===== config.mk =====
export PLATFORM = sky130hd
export DESIGN_NAME = bitmap_slot_allocator_unit
export DESIGN_NICKNAME = d
export VERILOG_FILES = /design/src/design/bsa_pkg.sv /design/src/design/bitmap_slot_allocator_unit.sv /design/src/design/bsa_ram.sv /design/src/design/bsa_div.sv
export SDC_FILE = /design/constraint.sdc
export NUM_CORES = 1
export LEC_CHECK = 0
export BUFFER_PORTS_ARGS = -buffer_cell sky130_fd_sc_hd__buf_2
export CORE_UTILIZATION = 44
export CTS_BUF_LIST = sky130_fd_sc_hd__clkbuf_8
export DETAILED_ROUTE_END_ITERATION = 10
export GPL_ROUTABILITY_DRIVEN = 1
export GPL_TIMING_DRIVEN = 0
export HOLD_SLACK_MARGIN = 0.15
export PLACE_DENSITY = 0.58
export SETUP_SLACK_MARGIN = 0.3
export SKIP_CTS_REPAIR_TIMING = 1
export SYNTH_ARGS = -nofsm -noshare
export SYNTH_HDL_FRONTEND = slang
export SYNTH_SLANG_ARGS = --single-unit

===== constraint.sdc =====
create_clock -name clk -period 6.5 [get_ports clk]
set_clock_uncertainty 0.15 [all_clocks]
set_input_delay 1.3 -clock clk [delete_from_list [all_inputs] [get_ports clk]]
set_output_delay 1.3 -clock clk [all_outputs]
set_load 0.05 [all_outputs]

===== src/design/bsa_pkg.sv =====
// shared types, sizes and codes for the bitmap slot allocator
package bsa_pkg;

  localparam int NUM_BLOCKS      = 4;
  localparam int SLOTS_PER_BLOCK = 64;
  localparam int BIT_W           = 6;
  localparam int GRP_W           = 3;
  localparam int GRP_SIZE        = 8;
  localparam int NUM_GRPS        = SLOTS_PER_BLOCK / GRP_SIZE;
  localparam int BLK_W           = (NUM_BLOCKS > 1) ? $clog2(NUM_BLOCKS) : 1;
  localparam int NUM_SLOTS       = NUM_BLOCKS * SLOTS_PER_BLOCK;
  localparam int SLOT_W          = BLK_W + BIT_W;
  localparam int CNT_W           = $clog2(NUM_SLOTS + 1);

  localparam int ESZ_W    = 13;
  localparam int OFF_W    = 20;
  localparam int ST_W     = 3;
  localparam int USED_W   = 9;
  localparam int USED_SAT = 511;
  localparam int PROD_W   = SLOT_W + ESZ_W;
  localparam int CMP_W    = (PROD_W > OFF_W) ? PROD_W : OFF_W;

  localparam logic [ESZ_W-1:0] ESZ_RESET  = ESZ_W'(16);
  localparam logic [ESZ_W-1:0] ESZ_MIN    = ESZ_W'(1);
  localparam logic [ESZ_W-1:0] ESZ_MAX    = ESZ_W'(4096);
  localparam logic [OFF_W-1:0] OFFSET_MAX = '1;

  // configuration port
  localparam int APB_AW = 3;
  localparam int APB_DW = 32;
  localparam logic REG_ELEMENT_SIZE = 1'b0;

  // stream payload widths
  localparam int S_TDATA_W = 24;
  localparam int M_TDATA_W = 32;
  localparam int M_PAD_W   = M_TDATA_W - OFF_W - USED_W;

  localparam logic FN_ALLOC = 1'b0;
  localparam logic FN_FREE  = 1'b1;

  typedef enum logic [ST_W-1:0] {
    ST_OK     = 3'd0,
    ST_FULL   = 3'd1,
    ST_RANGE  = 3'd2,
    ST_ALIGN  = 3'd3,
    ST_UNUSED = 3'd4
  } status_t;

  localparam int DIV_CNT_W = $clog2(OFF_W + 1);

  typedef struct packed {
    logic             start;
    logic [OFF_W-1:0] dividend;
    logic [ESZ_W-1:0] divisor;
  } div_req_t;

  typedef struct packed {
    logic             done;
    logic [OFF_W-1:0] quot;
    logic [ESZ_W-1:0] rem;
  } div_rsp_t;

endpackage


===== src/design/bitmap_slot_allocator_unit.sv =====
// bitmap slot allocator: top level with request sequencer, mask memory and config register
//
//  channel   dir  payload                                          transfer when
//  s_*       in   tuser: func; tdata: byte_offset                  s_tvalid & s_tready
//  m_*       out  tuser: status; tdata: slot_offset, used_count    m_tvalid & m_tready
//  apb       in   element_size at byte address 0                   psel & penable & pwrite
//
// allocate: block masks are read in turn until one has a free slot, then group pick, bit pick,
//   offset multiply, fit check and commit; when every block is full, a full status is committed
// free: the range check is made on the request transfer; in range, the 20-step divider runs,
//   and an aligned offset goes on to the block read and bit test before commit; a misaligned
//   one, or one out of range, goes straight to commit
// one request is in flight at a time; the result waits in the output register and the next
//   request is taken while it waits, but is only committed once that result has gone
// reset is synchronous; masks are cleared by per-block valid bits, no clearing pass
// the mask write-back lands before the next read, with the idle state between them, so no forwarding
module bitmap_slot_allocator_unit (
  input  logic                            clk,
  input  logic                            rst,
  // request stream
  input  logic                            s_tvalid,
  output logic                            s_tready,
  input  logic [bsa_pkg::S_TDATA_W-1:0]   s_tdata,   // [19:0] byte_offset, [23:20] zero
  input  logic                            s_tuser,   // [0] func
  // result stream
  output logic                            m_tvalid,
  input  logic                            m_tready,
  output logic [bsa_pkg::M_TDATA_W-1:0]   m_tdata,   // [19:0] slot_offset, [28:20] used_count
  output logic [bsa_pkg::ST_W-1:0]        m_tuser,   // [2:0] status
  // configuration
  input  logic                            psel,
  input  logic                            penable,
  input  logic                            pwrite,
  input  logic [bsa_pkg::APB_AW-1:0]      paddr,
  input  logic [bsa_pkg::APB_DW-1:0]      pwdata,
  output logic [bsa_pkg::APB_DW-1:0]      prdata,
  output logic                            pready
);

  typedef enum logic [3:0] {
    S_IDLE,   // waiting for a request
    S_RD,     // issue mask read for block k
    S_CHK,    // mask data back: scan or test the bit
    S_GRP,    // pick first byte group with a zero
    S_BIT,    // pick first zero bit in that group
    S_MUL,    // slot times element size
    S_ALLOC,  // offset fits check
    S_DIV,    // offset divided by element size
    S_FIN     // commit and hand over the result
  } state_t;

  state_t state;

  // configuration register
  logic [bsa_pkg::ESZ_W-1:0] esz;
  logic [bsa_pkg::ESZ_W-1:0] cfg_val;
  logic                      cfg_wr;

  // request context
  logic                        func_q;
  logic [bsa_pkg::BLK_W-1:0]   k_q;
  logic [bsa_pkg::BIT_W-1:0]   bit_q;
  logic [bsa_pkg::GRP_W-1:0]   grp_q;
  logic [bsa_pkg::NUM_GRPS-1:0] gz_q;
  logic [bsa_pkg::SLOTS_PER_BLOCK-1:0] mask_q;
  logic [bsa_pkg::PROD_W-1:0]  prod_q;
  logic                        do_write_q;
  logic                        inc_q;
  logic                        rd_valid_q;
  bsa_pkg::status_t            st_q;
  logic [bsa_pkg::OFF_W-1:0]   res_off_q;

  // persistent state outside the ram
  logic [bsa_pkg::NUM_BLOCKS-1:0] blk_valid;
  logic [bsa_pkg::CNT_W-1:0]      cnt;
  logic [bsa_pkg::CNT_W-1:0]      cnt_new;

  // output register
  bsa_pkg::status_t            out_st;
  logic [bsa_pkg::OFF_W-1:0]   out_off;
  logic [bsa_pkg::USED_W-1:0]  out_used;

  // memory port
  logic                                 ram_we;
  logic                                 ram_re;
  logic [bsa_pkg::SLOTS_PER_BLOCK-1:0]  ram_rdata;
  logic [bsa_pkg::SLOTS_PER_BLOCK-1:0]  mask_rd;

  bsa_pkg::div_req_t div_req;
  bsa_pkg::div_rsp_t div_rsp;

  logic                          accept;
  logic                          fin_go;
  logic                          in_func;
  logic [bsa_pkg::OFF_W-1:0]     in_off;
  logic [bsa_pkg::CMP_W-1:0]     limit;
  logic                          out_of_range;
  logic [bsa_pkg::GRP_W-1:0]     grp_pick;
  logic [bsa_pkg::GRP_W-1:0]     bit_pick;
  logic [bsa_pkg::GRP_SIZE-1:0]  grp_byte;
  logic [bsa_pkg::SLOT_W-1:0]    slot;

  assign in_func = s_tuser;
  assign in_off  = s_tdata[bsa_pkg::OFF_W-1:0];

  // nothing is taken while reset is held
  assign s_tready = (state == S_IDLE) && !rst;
  assign accept   = s_tvalid && s_tready;
  assign fin_go   = (state == S_FIN) && (!m_tvalid || m_tready);

  // range limit is element size times slot count: a constant multiply
  assign limit        = bsa_pkg::CMP_W'(esz) * bsa_pkg::CMP_W'(bsa_pkg::NUM_SLOTS);
  assign out_of_range = (bsa_pkg::CMP_W'(in_off) >= limit);

  // divider kicked off straight from the accepted request
  assign div_req.start    = accept && (in_func == bsa_pkg::FN_FREE) && !out_of_range;
  assign div_req.dividend = in_off;
  assign div_req.divisor  = esz;

  bsa_div u_div (
    .clk (clk),
    .rst (rst),
    .req (div_req),
    .rsp (div_rsp)
  );

  // masks of blocks never written read as all free
  assign mask_rd = rd_valid_q ? ram_rdata : '0;
  assign ram_re  = (state == S_RD);
  assign ram_we  = fin_go && do_write_q;

  bsa_ram #(
    .DEPTH (bsa_pkg::NUM_BLOCKS),
    .WIDTH (bsa_pkg::SLOTS_PER_BLOCK),
    .AW    (bsa_pkg::BLK_W)
  ) u_ram (
    .clk     (clk),
    .wr_en   (ram_we),
    .wr_addr (k_q),
    .wr_data (mask_q),
    .rd_en   (ram_re),
    .rd_addr (k_q),
    .rd_data (ram_rdata)
  );

  // first byte group holding a clear bit
  always_comb begin
    grp_pick = '0;
    for (int g = bsa_pkg::NUM_GRPS - 1; g >= 0; g--) begin
      if (gz_q[g]) begin
        grp_pick = bsa_pkg::GRP_W'(g);
      end
    end
  end

  // first clear bit inside the chosen group
  always_comb begin
    grp_byte = mask_q[grp_q * bsa_pkg::GRP_SIZE +: bsa_pkg::GRP_SIZE];
    bit_pick = '0;
    for (int j = bsa_pkg::GRP_SIZE - 1; j >= 0; j--) begin
      if (!grp_byte[j]) begin
        bit_pick = bsa_pkg::GRP_W'(j);
      end
    end
  end

  assign slot = {k_q, bit_q};

  // count after this request
  always_comb begin
    cnt_new = cnt;
    if (do_write_q) begin
      if (inc_q) begin
        cnt_new = cnt + 1'b1;
      end else if (cnt != '0) begin
        cnt_new = cnt - 1'b1;
      end
    end
  end

  // config write with clamping to the legal element sizes
  assign cfg_wr = psel && penable && pwrite && pready && (paddr[2] == bsa_pkg::REG_ELEMENT_SIZE);
  always_comb begin
    cfg_val = pwdata[bsa_pkg::ESZ_W-1:0];
    if (cfg_val == '0) begin
      cfg_val = bsa_pkg::ESZ_MIN;
    end else if (cfg_val > bsa_pkg::ESZ_MAX) begin
      cfg_val = bsa_pkg::ESZ_MAX;
    end
  end

  assign pready = 1'b1;
  assign prdata = (paddr[2] == bsa_pkg::REG_ELEMENT_SIZE) ? bsa_pkg::APB_DW'(esz) : '0;

  always_ff @(posedge clk) begin
    if (rst) begin
      esz <= bsa_pkg::ESZ_RESET;
    end else if (cfg_wr) begin
      esz <= cfg_val;
    end
  end

  // request sequencer
  always_ff @(posedge clk) begin
    if (rst) begin
      state     <= S_IDLE;
      m_tvalid  <= 1'b0;
      blk_valid <= '0;
      cnt       <= '0;
    end else begin
      // a new result loads only once the held one has gone
      if (fin_go) begin
        m_tvalid <= 1'b1;
      end else if (m_tready) begin
        m_tvalid <= 1'b0;
      end
      case (state)
        S_IDLE: begin
          if (accept) begin
            func_q     <= in_func;
            k_q        <= '0;
            do_write_q <= 1'b0;
            inc_q      <= 1'b0;
            res_off_q  <= '0;
            if (in_func == bsa_pkg::FN_ALLOC) begin
              state <= S_RD;
            end else if (out_of_range) begin
              st_q  <= bsa_pkg::ST_RANGE;
              state <= S_FIN;
            end else begin
              state <= S_DIV;
            end
          end
        end
        S_RD: begin
          rd_valid_q <= blk_valid[k_q];
          state      <= S_CHK;
        end
        S_CHK: begin
          if (func_q == bsa_pkg::FN_ALLOC) begin
            if (&mask_rd) begin
              // block full, move on or give up
              if (k_q == bsa_pkg::BLK_W'(bsa_pkg::NUM_BLOCKS - 1)) begin
                st_q  <= bsa_pkg::ST_FULL;
                state <= S_FIN;
              end else begin
                k_q   <= k_q + 1'b1;
                state <= S_RD;
              end
            end else begin
              mask_q <= mask_rd;
              for (int g = 0; g < bsa_pkg::NUM_GRPS; g++) begin
                gz_q[g] <= ~&mask_rd[g * bsa_pkg::GRP_SIZE +: bsa_pkg::GRP_SIZE];
              end
              state <= S_GRP;
            end
          end else begin
            if (!mask_rd[bit_q]) begin
              st_q  <= bsa_pkg::ST_UNUSED;
              state <= S_FIN;
            end else begin
              mask_q     <= mask_rd & ~(bsa_pkg::SLOTS_PER_BLOCK'(1) << bit_q);
              do_write_q <= 1'b1;
              inc_q      <= 1'b0;
              st_q       <= bsa_pkg::ST_OK;
              state      <= S_FIN;
            end
          end
        end
        S_GRP: begin
          grp_q <= grp_pick;
          state <= S_BIT;
        end
        S_BIT: begin
          bit_q <= {grp_q, bit_pick};
          state <= S_MUL;
        end
        S_MUL: begin
          prod_q <= bsa_pkg::PROD_W'(slot) * bsa_pkg::PROD_W'(esz);
          state  <= S_ALLOC;
        end
        S_ALLOC: begin
          // lowest free slot past the offset range means nothing higher fits either
          if (bsa_pkg::CMP_W'(prod_q) <= bsa_pkg::CMP_W'(bsa_pkg::OFFSET_MAX)) begin
            st_q       <= bsa_pkg::ST_OK;
            res_off_q  <= prod_q[bsa_pkg::OFF_W-1:0];
            mask_q     <= mask_q | (bsa_pkg::SLOTS_PER_BLOCK'(1) << bit_q);
            do_write_q <= 1'b1;
            inc_q      <= 1'b1;
          end else begin
            st_q <= bsa_pkg::ST_FULL;
          end
          state <= S_FIN;
        end
        S_DIV: begin
          if (div_rsp.done) begin
            if (div_rsp.rem != '0) begin
              st_q  <= bsa_pkg::ST_ALIGN;
              state <= S_FIN;
            end else begin
              // range check already keeps the slot inside the pool
              k_q   <= div_rsp.quot[bsa_pkg::SLOT_W-1:bsa_pkg::BIT_W];
              bit_q <= div_rsp.quot[bsa_pkg::BIT_W-1:0];
              state <= S_RD;
            end
          end
        end
        S_FIN: begin
          if (fin_go) begin
            out_st   <= st_q;
            out_off  <= res_off_q;
            out_used <= (cnt_new > bsa_pkg::CNT_W'(bsa_pkg::USED_SAT)) ?
                        bsa_pkg::USED_W'(bsa_pkg::USED_SAT) : bsa_pkg::USED_W'(cnt_new);
            cnt      <= cnt_new;
            if (do_write_q) begin
              blk_valid[k_q] <= 1'b1;
            end
            state <= S_IDLE;
          end
        end
        default: begin
          state <= S_IDLE;
        end
      endcase
    end
  end

  assign m_tuser = out_st;
  assign m_tdata = {{bsa_pkg::M_PAD_W{1'b0}}, out_used, out_off};

endmodule


===== src/design/bsa_ram.sv =====
// generic single-write, single-read synchronous ram, registered read data
module bsa_ram #(
  parameter int DEPTH = 4,
  parameter int WIDTH = 64,
  parameter int AW    = 2
) (
  input  logic             clk,
  input  logic             wr_en,
  input  logic [AW-1:0]    wr_addr,
  input  logic [WIDTH-1:0] wr_data,
  input  logic             rd_en,
  input  logic [AW-1:0]    rd_addr,
  output logic [WIDTH-1:0] rd_data
);

  logic [WIDTH-1:0] mem [DEPTH];

  always_ff @(posedge clk) begin
    if (wr_en) begin
      mem[wr_addr] <= wr_data;
    end
  end

  always_ff @(posedge clk) begin
    if (rd_en) begin
      rd_data <= mem[rd_addr];
    end
  end

endmodule


===== src/design/bsa_div.sv =====
// restoring divider, one quotient bit per cycle, splits a byte offset into slot and remainder
module bsa_div (
  input  logic               clk,
  input  logic               rst,
  input  bsa_pkg::div_req_t  req,
  output bsa_pkg::div_rsp_t  rsp
);

  logic                           busy;
  logic                           done;
  logic [bsa_pkg::DIV_CNT_W-1:0]  cnt;
  logic [bsa_pkg::OFF_W-1:0]      quo;
  logic [bsa_pkg::ESZ_W-1:0]      rem;
  logic [bsa_pkg::ESZ_W-1:0]      dsr;
  logic [bsa_pkg::ESZ_W:0]        trial;
  logic [bsa_pkg::ESZ_W:0]        diff;
  logic                           take;

  always_comb begin
    trial = {rem, quo[bsa_pkg::OFF_W-1]};
    diff  = trial - {1'b0, dsr};
    take  = (trial >= {1'b0, dsr});
  end

  always_ff @(posedge clk) begin
    if (rst) begin
      busy <= 1'b0;
      done <= 1'b0;
    end else begin
      done <= 1'b0;
      if (req.start) begin
        busy <= 1'b1;
        cnt  <= bsa_pkg::DIV_CNT_W'(bsa_pkg::OFF_W);
        quo  <= req.dividend;
        rem  <= '0;
        dsr  <= req.divisor;
      end else if (busy) begin
        rem <= take ? diff[bsa_pkg::ESZ_W-1:0] : trial[bsa_pkg::ESZ_W-1:0];
        quo <= {quo[bsa_pkg::OFF_W-2:0], take};
        cnt <= cnt - 1'b1;
        if (cnt == bsa_pkg::DIV_CNT_W'(1)) begin
          busy <= 1'b0;
          done <= 1'b1;
        end
      end
    end
  end

  assign rsp.done = done;
  assign rsp.quot = quo;
  assign rsp.rem  = rem;

endmodule


==> flow_summary.ini, run 1 <==
[worst_setup_path]
cpLargestDelayFamily = adder cells
critical_path_buf_inv_count = 7
timing.critical_path.arrival_ns = 6.17
start_kind = flip-flop
worstPathRequired_ns = 6.84
crit_type = reg2reg
cpPeakStageDelay_ns = 0.56
path_max_fanout = 10
r2r_setup_slack_ns = 0.67
cp_slowest_cell = fa_1
crit_top_cell = fa_1
crit_path_end_kind = flip-flop
crit_chain = clkbuf_4 -> clkbuf_2 -> clkbuf_4 -> clkbuf_2 -> nand2_1 -> fa_1 -> fa_1 -> inv_1 -> fa_1 -> inv_1 -> fa_1 -> inv_1 -> ha_1 -> and3_1 -> and3_1 -> a22oi_1 -> o21ai_0 -> nor3_2 -> nor2_1 -> a211oi_2

[synthesis]
synthFlopType = edfxtp_1
ys_types = 72
synth_edf_count = 534
seq_area_frac_synth_pct = 60.3
ys_ff_latch = 567
synthAdderAreaFrac_pct = 8.19
syn_inst = 1981
synth_top_area_share_pct = 57.9
synth.area.top_cells = edfxtp_1 (58%), mux4_2 (7.2%), fa_1 (4.8%), ha_1 (3.3%), dfxtp_1 (2.4%)
synth-compound-area-share_pct = 8.10
synth_largest_area_cell = edfxtp_1
yosys_warnings = 0
synthXorXnorAreaFrac_pct = 1.04
yosys.area_share.simple_pct = 9.19
yosys-mux-area-fraction_pct = 9.55
avgSynthCellArea_um2 = 14.0
synth_area_mm2 = 0.0277
ys_async_sr_fraction_pct = 0
synth_top_family_by_area = multiplexers

[drt]
antenna_left = 0
drc_errors = 0
vias = 17700
firstDrtPassIters = 5
drt_iter0_drc = 1465
routed_wl_um = 72800
vias_per_cell = 5.68
wire_per_inst_um = 23.3

[timing]
relSlewSlack_pct = 15.7
min_period_ns = 5.83
tightest_slew_ns = 1.25
period_share_pct = 89.7
max_freq_ghz = 0.172
slew_violations = 0
rsz0062_at_grt = no
finalHoldViolations = 0
setup_violations = 0

[grt]
met3_usage_pct = 4.26
grt_usage_pct = 23.0
grt_pass1_vias = 17700
grt_max_degree = 40
grt_use_met1_pct = 31.7
use_met2_pct = 36.6
grt_pass1_wl_um = 109000
antenna_found_initial = 1
grt-busiest-layer = met2
overflow = 0

[die]
core_mm2 = 0.0619
die-width_um = 253
start_util_pct = 44.7
die_area_mm2 = 0.0639
dieHeight_um = 253
io_pins = 137
rows = 91

[final_layout]
nets = 2415
drive_gt1_share_pct = 18.8
area_growth_pct = 13.6
post-route-util_pct = 50.8

[clock_tree]
cts_root_buf = clkbuf_8
cts_tree = done
numCtsBuffers = 98
ctsLongestPathBuffers = 3
clkSinkCount = 567
clk_pin_slew_ns = 0.06
clkLatencyLatePin_ns = 0.72
htreeDepth = 3

[pwr]
power_w = 0.00863
peakVddDrop_mv = 0.177
cellPowerDensity_mw_per_mm2 = 274
leakage_nw = 11.6

[job]
maxCapViolations = 0

[placement]
port_buffers = 87
dp_hpwl_um = 52100
place_congestion = 0.965

[worst_hold_path]
hp-class = reg2reg

[status]
outcome = finished, final reports clean
[metal layers]
metal | wire [um] | up-vias
met1 | 31500 | 8935
met2 | 34000 | 734
li1 | - | 7903
met5 | 0 | -
met4 | 2440 | 0
met3 | 4950 | 162
[kinds of logic (layout without fill, tap and decap cells)]
group | after synthesis | count (layout)
other | 2 | 26
XOR/XNOR | 33 | 33
AO/OA/AOI/OAI | 348 | 348
multiplexers | 150 | 150
flip-flops | 567 | 567
buffers and inverters | 234 | 514
AND/OR/NAND/NOR | 506 | 506
adder cells (fa/ha/maj) | 141 | 141
[layout by cell type (no fill, tap or decap), types with 74 or more instances in the layout]
cell / n
edfxtp_1: 534
nor2_1: 145
inv_1: 139
clkbuf_8: 105
buf_2: 102
nand2_1: 94
mux4_2: 89
a21oi_1: 87
o21ai_0: 87
ha_1: 74
[flip-flops by register name, summed over array words and instances, names as in the netlist, 3 cells and up]
name,cells
u_ram.mem,256
mask_q,64
u_ram.rd_data,64
prod_q,21
out_off,20
res_off_q,20
u_div.quo,20
esz,13
u_div.dsr,13
u_div.rem,13
cnt,9
out_used,9
gz_q,8
bit_q,6
u_div.cnt,5
blk_valid,4
state,4
grp_q,3
m_tuser,3
st_q,3
[cell usage after synthesis, drive strengths merged (30+ instances only)]
| library cell | instances |
|---|---|
| buf | 47 |
| a21oi | 88 |
| nand3 | 30 |
| clkbuf | 73 |
| ha | 74 |
| o21ai | 88 |
| fa | 67 |
| nor2 | 147 |
| edfxtp | 534 |
| nand2 | 98 |
| dfxtp | 33 |
| and2 | 72 |
| mux4 | 89 |
| mux2i | 37 |
| o211ai | 45 |
| and3 | 36 |
| inv | 114 |
[metrics by stage]
step	area, um2	hold WS (ns)	cells	setup WS [ns]	setup TNS [ns]
after floorplan	27800	0.250	2002	0.873	0
after global placement	29300	0.253	2926	-2.63	-269.94
after detailed placement	29600	0.255	2944	-0.433	-0.538
after CTS	31400	0.270	3119	-0.565	-0.848
after global routing	31400	0.275	3121	0.331	0
final	31400	0.270	3122	0.670	0
[final timing paths]
kind,start,endpoint,depth (start not counted)
worst min-delay path,res_off_q[17],out_off[17],0
worst max-delay path,bit_q[2],prod_q[20],20
worst min register to register,res_off_q[17],out_off[17],0
worst max register to register,bit_q[2],prod_q[20],20
[power breakdown]
group / internal, W / switching (W)
Clock: 0.00157 / 0.00148
Sequential: 0.00428 / 0.000178
Combinational: 0.000433 / 0.000686
Total: 0.00629 / 0.00234
[layout make-up]
class	count	area (um2)
tap	837	1050
buffer	120	602
sequential	567	16700
clock inverter	70	372
fill	5460	30500
multi-input combinational	1201	10100
inverter	114	428
timing repair buffer	105	714
antenna	3	7.51
clock buffer	105	1450
Note: power is estimated with default switching activity, not from simulation.
==> run 2, diff against run 1 <==
--- a/config.mk
+++ b/config.mk
@@ -7,7 +7,6 @@
 export LEC_CHECK = 0
 export BUFFER_PORTS_ARGS = -buffer_cell sky130_fd_sc_hd__buf_2
 export CORE_UTILIZATION = 44
-export CTS_BUF_LIST = sky130_fd_sc_hd__clkbuf_8
 export DETAILED_ROUTE_END_ITERATION = 10
 export GPL_ROUTABILITY_DRIVEN = 1
 export GPL_TIMING_DRIVEN = 0
==> run 2 against run 1 <==
Via count down 1.6%. Die area unchanged. Total power up 5.1%. Core utilization up 0.32 points. Critical path depth unchanged. Sequential power about the same. Clock power up 14%. Clock-buffer cell count down 34. Non-clock buffer count unchanged. Critical endpoint unchanged.
==> flow_summary.ini, run 2 (synthesized netlist as in run 1, its figures left out) <==
[die]
start_util_pct = 44.7
io_pins = 137
die_area_mm2 = 0.0639
dieHeight_um = 253
rows = 91
die-width_um = 253
core_mm2 = 0.0619

[clock_tree]
cts_tree = done
clkLatencyLatePin_ns = 0.63
ctsLongestPathBuffers = 3
clkSinkCount = 567
clk_pin_slew_ns = 0.07
numCtsBuffers = 60
cts_root_buf = clkbuf_16
htreeDepth = 2

[final_layout]
final_common_cell = edfxtp_1
reg_top3 = u_ram.mem x256, mask_q x64, u_ram.rd_data x64
fin_area_mm2 = 0.0316
fillers = 5381
post-route-util_pct = 51.1
largest_register_ffs = 256
max_flop_register = u_ram.mem
drive_gt1_share_pct = 18.2
final_cell_mix = edfxtp_1 (534), nor2_1 (145), inv_1 (113)
area_growth_pct = 14.3
nets = 2377

[worst_setup_path]
r2r_setup_slack_ns = 0.65
reg2reg_depth = 20
crit_type = reg2reg
path_max_fanout = 10
worstPathRequired_ns = 6.75
r2r-start = bit_q[2]
timing.rr.end = prod_q[20]
timing.critical_path.arrival_ns = 6.10
start_kind = flip-flop
crit_path_end_kind = flip-flop

[grt]
grt_pass1_vias = 17300
grt_usage_pct = 22.7
antenna_found_initial = 1
grt_max_degree = 40
grt_pass1_wl_um = 108000
overflow = 0

[placement]
dp_hpwl_um = 52100
place_area_mm2 = 0.0296
dp_slack_ns = -0.433
place_congestion = 0.965
port_buffers = 87

[pwr]
seqPwrFrac_pct = 49.2
peakVddDrop_mv = 0.191
pwr-share-comb_pct = 12.3
leakage_nw = 11.5
p_clk_share_pct = 38.5
cellPowerDensity_mw_per_mm2 = 286
p_switching_w = 0.00232
sw_frac_of_total_pct = 25.6
p_int_w = 0.00675

[drt]
vias_per_cell = 5.71
vias = 17500
wire_per_inst_um = 23.6
drc_errors = 0
antenna_left = 0
drt_iter0_drc = 1500
firstDrtPassIters = 5
routed_wl_um = 72100

[timing]
min_period_ns = 5.85
setup_violations = 0
fin_tns_setup_ns = 0
max_freq_ghz = 0.171
rsz0062_at_grt = no
period_share_pct = 90.0
fin_ws_ns = 0.651
finalHoldViolations = 0
hold_slack_ns = 0.267
tightest_slew_ns = 1.21
relSlewSlack_pct = 18.9
slew_violations = 0

[job]
maxCapViolations = 0

[worst_hold_path]
holdPathEnd = out_off[7]
whs_path_depth = 0
hp-class = reg2reg
worstHoldStart = res_off_q[7]

[status]
outcome = finished, final reports clean
[run 2: cell count changes in the layout (fill, tap and decap cells not counted), moves of 6 or more]
| cell | change |
|---|---|
| clkbuf_8 | -102 |
| clkbuf_16 | +61 |
| clkinvlp_4 | +6 |
| inv_1 | -26 |
| clkinv_1 | -17 |
| clkbuf_1 | +7 |
[run 2: cell type report]
type	count	area, um2	share of cell area, %
multi-input combinational	1201	10100	32.0
tap	837	1050	3.31
sequential	567	16700	52.8
timing repair buffer	105	714	2.26
inverter	114	428	1.35
antenna	1	2.50	0.00791
clock buffer	71	1590	5.04
buffer	120	602	1.90
clock inverter	42	424	1.34
[run 2: metal layers]
| layer | global-route usage [%] | wire length, um | up-vias |
|---|---|---|---|
| li1 | - | - | 7827 |
| met1 | 31.9 | 31500 | 8834 |
| met2 | 36.4 | 33900 | 658 |
| met3 | 3.20 | 4510 | 134 |
| met4 | 7.71 | 2260 | 0 |
| met5 | 0 | 0 | - |
[run 2: critical path, cell delays in order (launching register included)]
cell and delay (ns):
edfxtp_1 0.35, clkbuf_4 0.27, clkbuf_2 0.27, clkbuf_4 0.27
clkbuf_2 0.27, nand2_1 0.11, fa_1 0.53, fa_1 0.56
inv_1 0.05, fa_1 0.47, inv_1 0.05, fa_1 0.48
inv_1 0.04, ha_1 0.33, and3_1 0.21, and3_1 0.19
a22oi_1 0.13, o21ai_1 0.17, nor3_2 0.26, nor2_1 0.08
a211oi_2 0.37
[run 2: stage by stage]
stage,instances,power (W)
after detailed placement,2944,0.00565
final,3058,0.00907
after CTS,3057,0.00915
after global placement,2926,0.00563
after floorplan,2002,0.00524
after global routing,3057,0.00938
[run 2: power by group through the flow]
stage	clock network [W]	logic [W]	registers [W]
2_1_floorplan	0	0.000751	0.00449
3_3_place_gp	0	0.00107	0.00456
3_5_place_dp	0	0.00112	0.00453
4_1_cts	0.00357	0.00113	0.00445
5_1_grt	0.00370	0.00122	0.00447
6_report	0.00349	0.00112	0.00446
[run 2: worst max-delay path by stage]
stage                   from                 to  slack (ns)
global route        bit_q[2]         prod_q[20]        0.33
detailed placement  bit_q[2]         prod_q[20]       -0.43
CTS                 bit_q[2]         prod_q[20]       -0.59
global placement    state[3]  u_ram.rd_data[38]       -2.63
floorplan           state[3]   u_ram.rd_data[0]        0.87
finish              bit_q[2]         prod_q[20]        0.65
==> run 3, diff against run 2 <==
--- a/config.mk
+++ b/config.mk
@@ -16,4 +16,5 @@
 export SKIP_CTS_REPAIR_TIMING = 1
 export SYNTH_ARGS = -nofsm -noshare
 export SYNTH_HDL_FRONTEND = slang
+export SYNTH_HIERARCHICAL = 1
 export SYNTH_SLANG_ARGS = --single-unit
==> run 3 against run 2 <==
Design area up 1.9%. First-iteration DRC count up 26%. Combinational power down 41%. Worst setup slack worse by 0.092 ns. Clock power up 1%. Core utilization about the same. Critical path type unchanged. Largest power group unchanged.
==> flow_summary.ini, run 3 <==
[status]
outcome = finished, final reports clean

[synthesis]
yosys-mux-area-fraction_pct = 9.35
synth-compound-area-share_pct = 7.97
yosys.area_share.simple_pct = 9.92
avgSynthCellArea_um2 = 13.5
synth_commonest_cells = edfxtp_1 (534), a21oi_1 (176), nor2_1 (147)
synth_edf_count = 534
yosys_warnings = 6
syn_inst = 2083
synthFlopType = edfxtp_1
synth_largest_area_cell = edfxtp_1
synthXorXnorAreaFrac_pct = 0.810
ys_async_sr_fraction_pct = 0
ys_types = 88
synthAdderAreaFrac_pct = 8.10
ys_ff_latch = 567
synth.area.top_cells = edfxtp_1 (57%), mux4_2 (7.1%), fa_1 (4.8%), ha_1 (3.3%), a21oi_1 (3.1%)
yosysMostFrequentCell = edfxtp_1
synth_top_area_share_pct = 57.0
seq_area_frac_synth_pct = 59.4
synth_top_family_by_area = simple AND/OR/NAND/NOR gates
synth_area_mm2 = 0.0281

[pwr]
sw_frac_of_total_pct = 23.2
cellPowerDensity_mw_per_mm2 = 259
p_int_w = 0.00643
pwr-share-comb_pct = 7.9
p_clk_share_pct = 42.3
peakVddDrop_mv = 0.249
seqPwrFrac_pct = 49.8
leakage_nw = 11.7
p_switching_w = 0.00194

[drt]
wire_per_inst_um = 23.6
routed-wl-met2_um = 35600
vias = 18400
met3_wirelength_um = 5180
routed_wl_um = 75200
firstDrtPassIters = 8
drc_errors = 0
met1_length_um = 32200
antenna_left = 0
top_layer_used = met4
vias_per_cell = 5.79
drt_iter0_drc = 1883

[worst_setup_path]
start_kind = flip-flop
reg2reg_depth = 17
crit_type = reg2reg
r2r_setup_slack_ns = 0.56
r2r-start = bit_q[1]
path_max_fanout = 10
crit_path_end_kind = flip-flop
timing.rr.end = prod_q[18]
worstPathRequired_ns = 6.74
timing.critical_path.arrival_ns = 6.18

[placement]
port_buffers = 88
dp_hpwl_um = 53200
dp_slack_ns = 0.221
place_congestion = 0.904

[grt]
grt_pass1_wl_um = 112000
grt_max_degree = 45
grt_usage_pct = 23.5
grt_pass1_vias = 18000
antenna_found_initial = 0
overflow = 0

[final_layout]
nets = 2488
final_cell_mix = edfxtp_1 (534), a21oi_1 (175), nor2_1 (145)
largest_register_ffs = 256
reg_top3 = u_ram/mem x256, mask_q x64, u_ram/rd_data x64
final_common_cell = edfxtp_1
max_flop_register = u_ram/mem
area_growth_pct = 14.7
post-route-util_pct = 51.1
drive_gt1_share_pct = 17.9

[worst_hold_path]
holdPathEnd = m_tuser[2]
worstHoldStart = st_q[2]
whs_path_depth = 0
hp-class = reg2reg

[timing]
relSlewSlack_pct = 15.9
min_period_ns = 5.94
tightest_slew_ns = 1.26
setup_violations = 0
max_freq_ghz = 0.168
period_share_pct = 91.4
fin_ws_ns = 0.559
slew_violations = 0
rsz0062_at_grt = no
finalHoldViolations = 0

[die]
start_util_pct = 44.6
die-width_um = 255
die_area_mm2 = 0.0649
core_mm2 = 0.0631
dieHeight_um = 255
rows = 92
io_pins = 137

[clock_tree]
numCtsBuffers = 60
clkLatencyLatePin_ns = 0.64
htreeDepth = 2
cts_root_buf = clkbuf_16
cts_tree = done
ctsLongestPathBuffers = 3
clkSinkCount = 567
clk_pin_slew_ns = 0.06

[job]
maxCapViolations = 0
## run 3: worst max-delay path: stages (launching register included)
cell and delay (ns):
edfxtp_1 0.32, clkbuf_2 0.34, clkbuf_1 0.46, clkbuf_2 0.42, clkbuf_1 0.40, and2_1 0.22
fa_1 0.44, fa_1 0.49, inv_1 0.05, fa_1 0.58, inv_1 0.06, ha_1 0.38
nor3_1 0.10, o21ai_0 0.30, nand3_1 0.18, a21boi_1 0.36, nor4_1 0.09, a311o_1 0.33
## run 3: logic make-up (layout without fill, tap and decap cells)
group	Yosys count	after routing
DFF	567	567
and+or+nand+nor	556	556
AOI/OAI and AO/OA	378	378
buffers and inverters	270	497
adders and majority gates	142	142
muxes	142	142
xor gates and xnor gates	26	26
other	2	24
## run 3: through the flow
stage | setup TNS (ns) | instance area, um2 | power (W) | std cells | hold slack (ns)
floorplan | 0 | 28200 | 0.00467 | 2104 | 0.250
global placement | -379.30 | 29700 | 0.00488 | 3038 | 0.255
detailed placement | 0 | 30200 | 0.00490 | 3064 | 0.256
CTS | 0 | 32200 | 0.00844 | 3177 | 0.265
global route | 0 | 32300 | 0.00863 | 3177 | 0.276
finish | 0 | 32300 | 0.00837 | 3178 | 0.267
## run 3: cell type report
| type | count | area (um2) |
|---|---|---|
| clock inverters | 41 | 482 |
| fillers | 5443 | 30800 |
| flip-flops and latches | 567 | 16700 |
| well taps | 846 | 1060 |
| multi-input cells | 1267 | 10300 |
| diodes | 1 | 2.50 |
| repair buffers | 114 | 858 |
| plain buffers | 123 | 707 |
| clock buffers | 72 | 1570 |
| inverters | 147 | 556 |
## run 3: how the worst max path moves through the flow
stage | slack (ns) | to | depth (start not counted) | startpoint
2_1_floorplan | 0.73 | u_ram/rd_data[0] | 3 | state[2]
3_3_place_gp | -3.20 | u_ram/rd_data[20] | 3 | state[2]
3_5_place_dp | 0.22 | prod_q[20] | 17 | bit_q[1]
4_1_cts | 0.22 | prod_q[20] | 17 | bit_q[1]
5_1_grt | 0.34 | prod_q[20] | 17 | bit_q[0]
6_report | 0.56 | prod_q[18] | 17 | bit_q[1]
## run 3: power by group through the flow
| stage | logic, W | clock network (W) | registers, W |
|---|---|---|---|
| floorplan | 0.000451 | 0 | 0.00422 |
| global placement | 0.000623 | 0 | 0.00425 |
| detailed placement | 0.000661 | 0 | 0.00424 |
| CTS | 0.000663 | 0.00362 | 0.00416 |
| global route | 0.000718 | 0.00375 | 0.00417 |
| finish | 0.000661 | 0.00354 | 0.00416 |
## run 3: layer usage
| metal | vias to the layer above | global-route usage (%) |
|---|---|---|
| li1 | 8152 | - |
| met1 | 9312 | 32.4 |
| met2 | 780 | 38.4 |
| met3 | 143 | 3.31 |
| met4 | 0 | 7.53 |
| met5 | - | 0 |
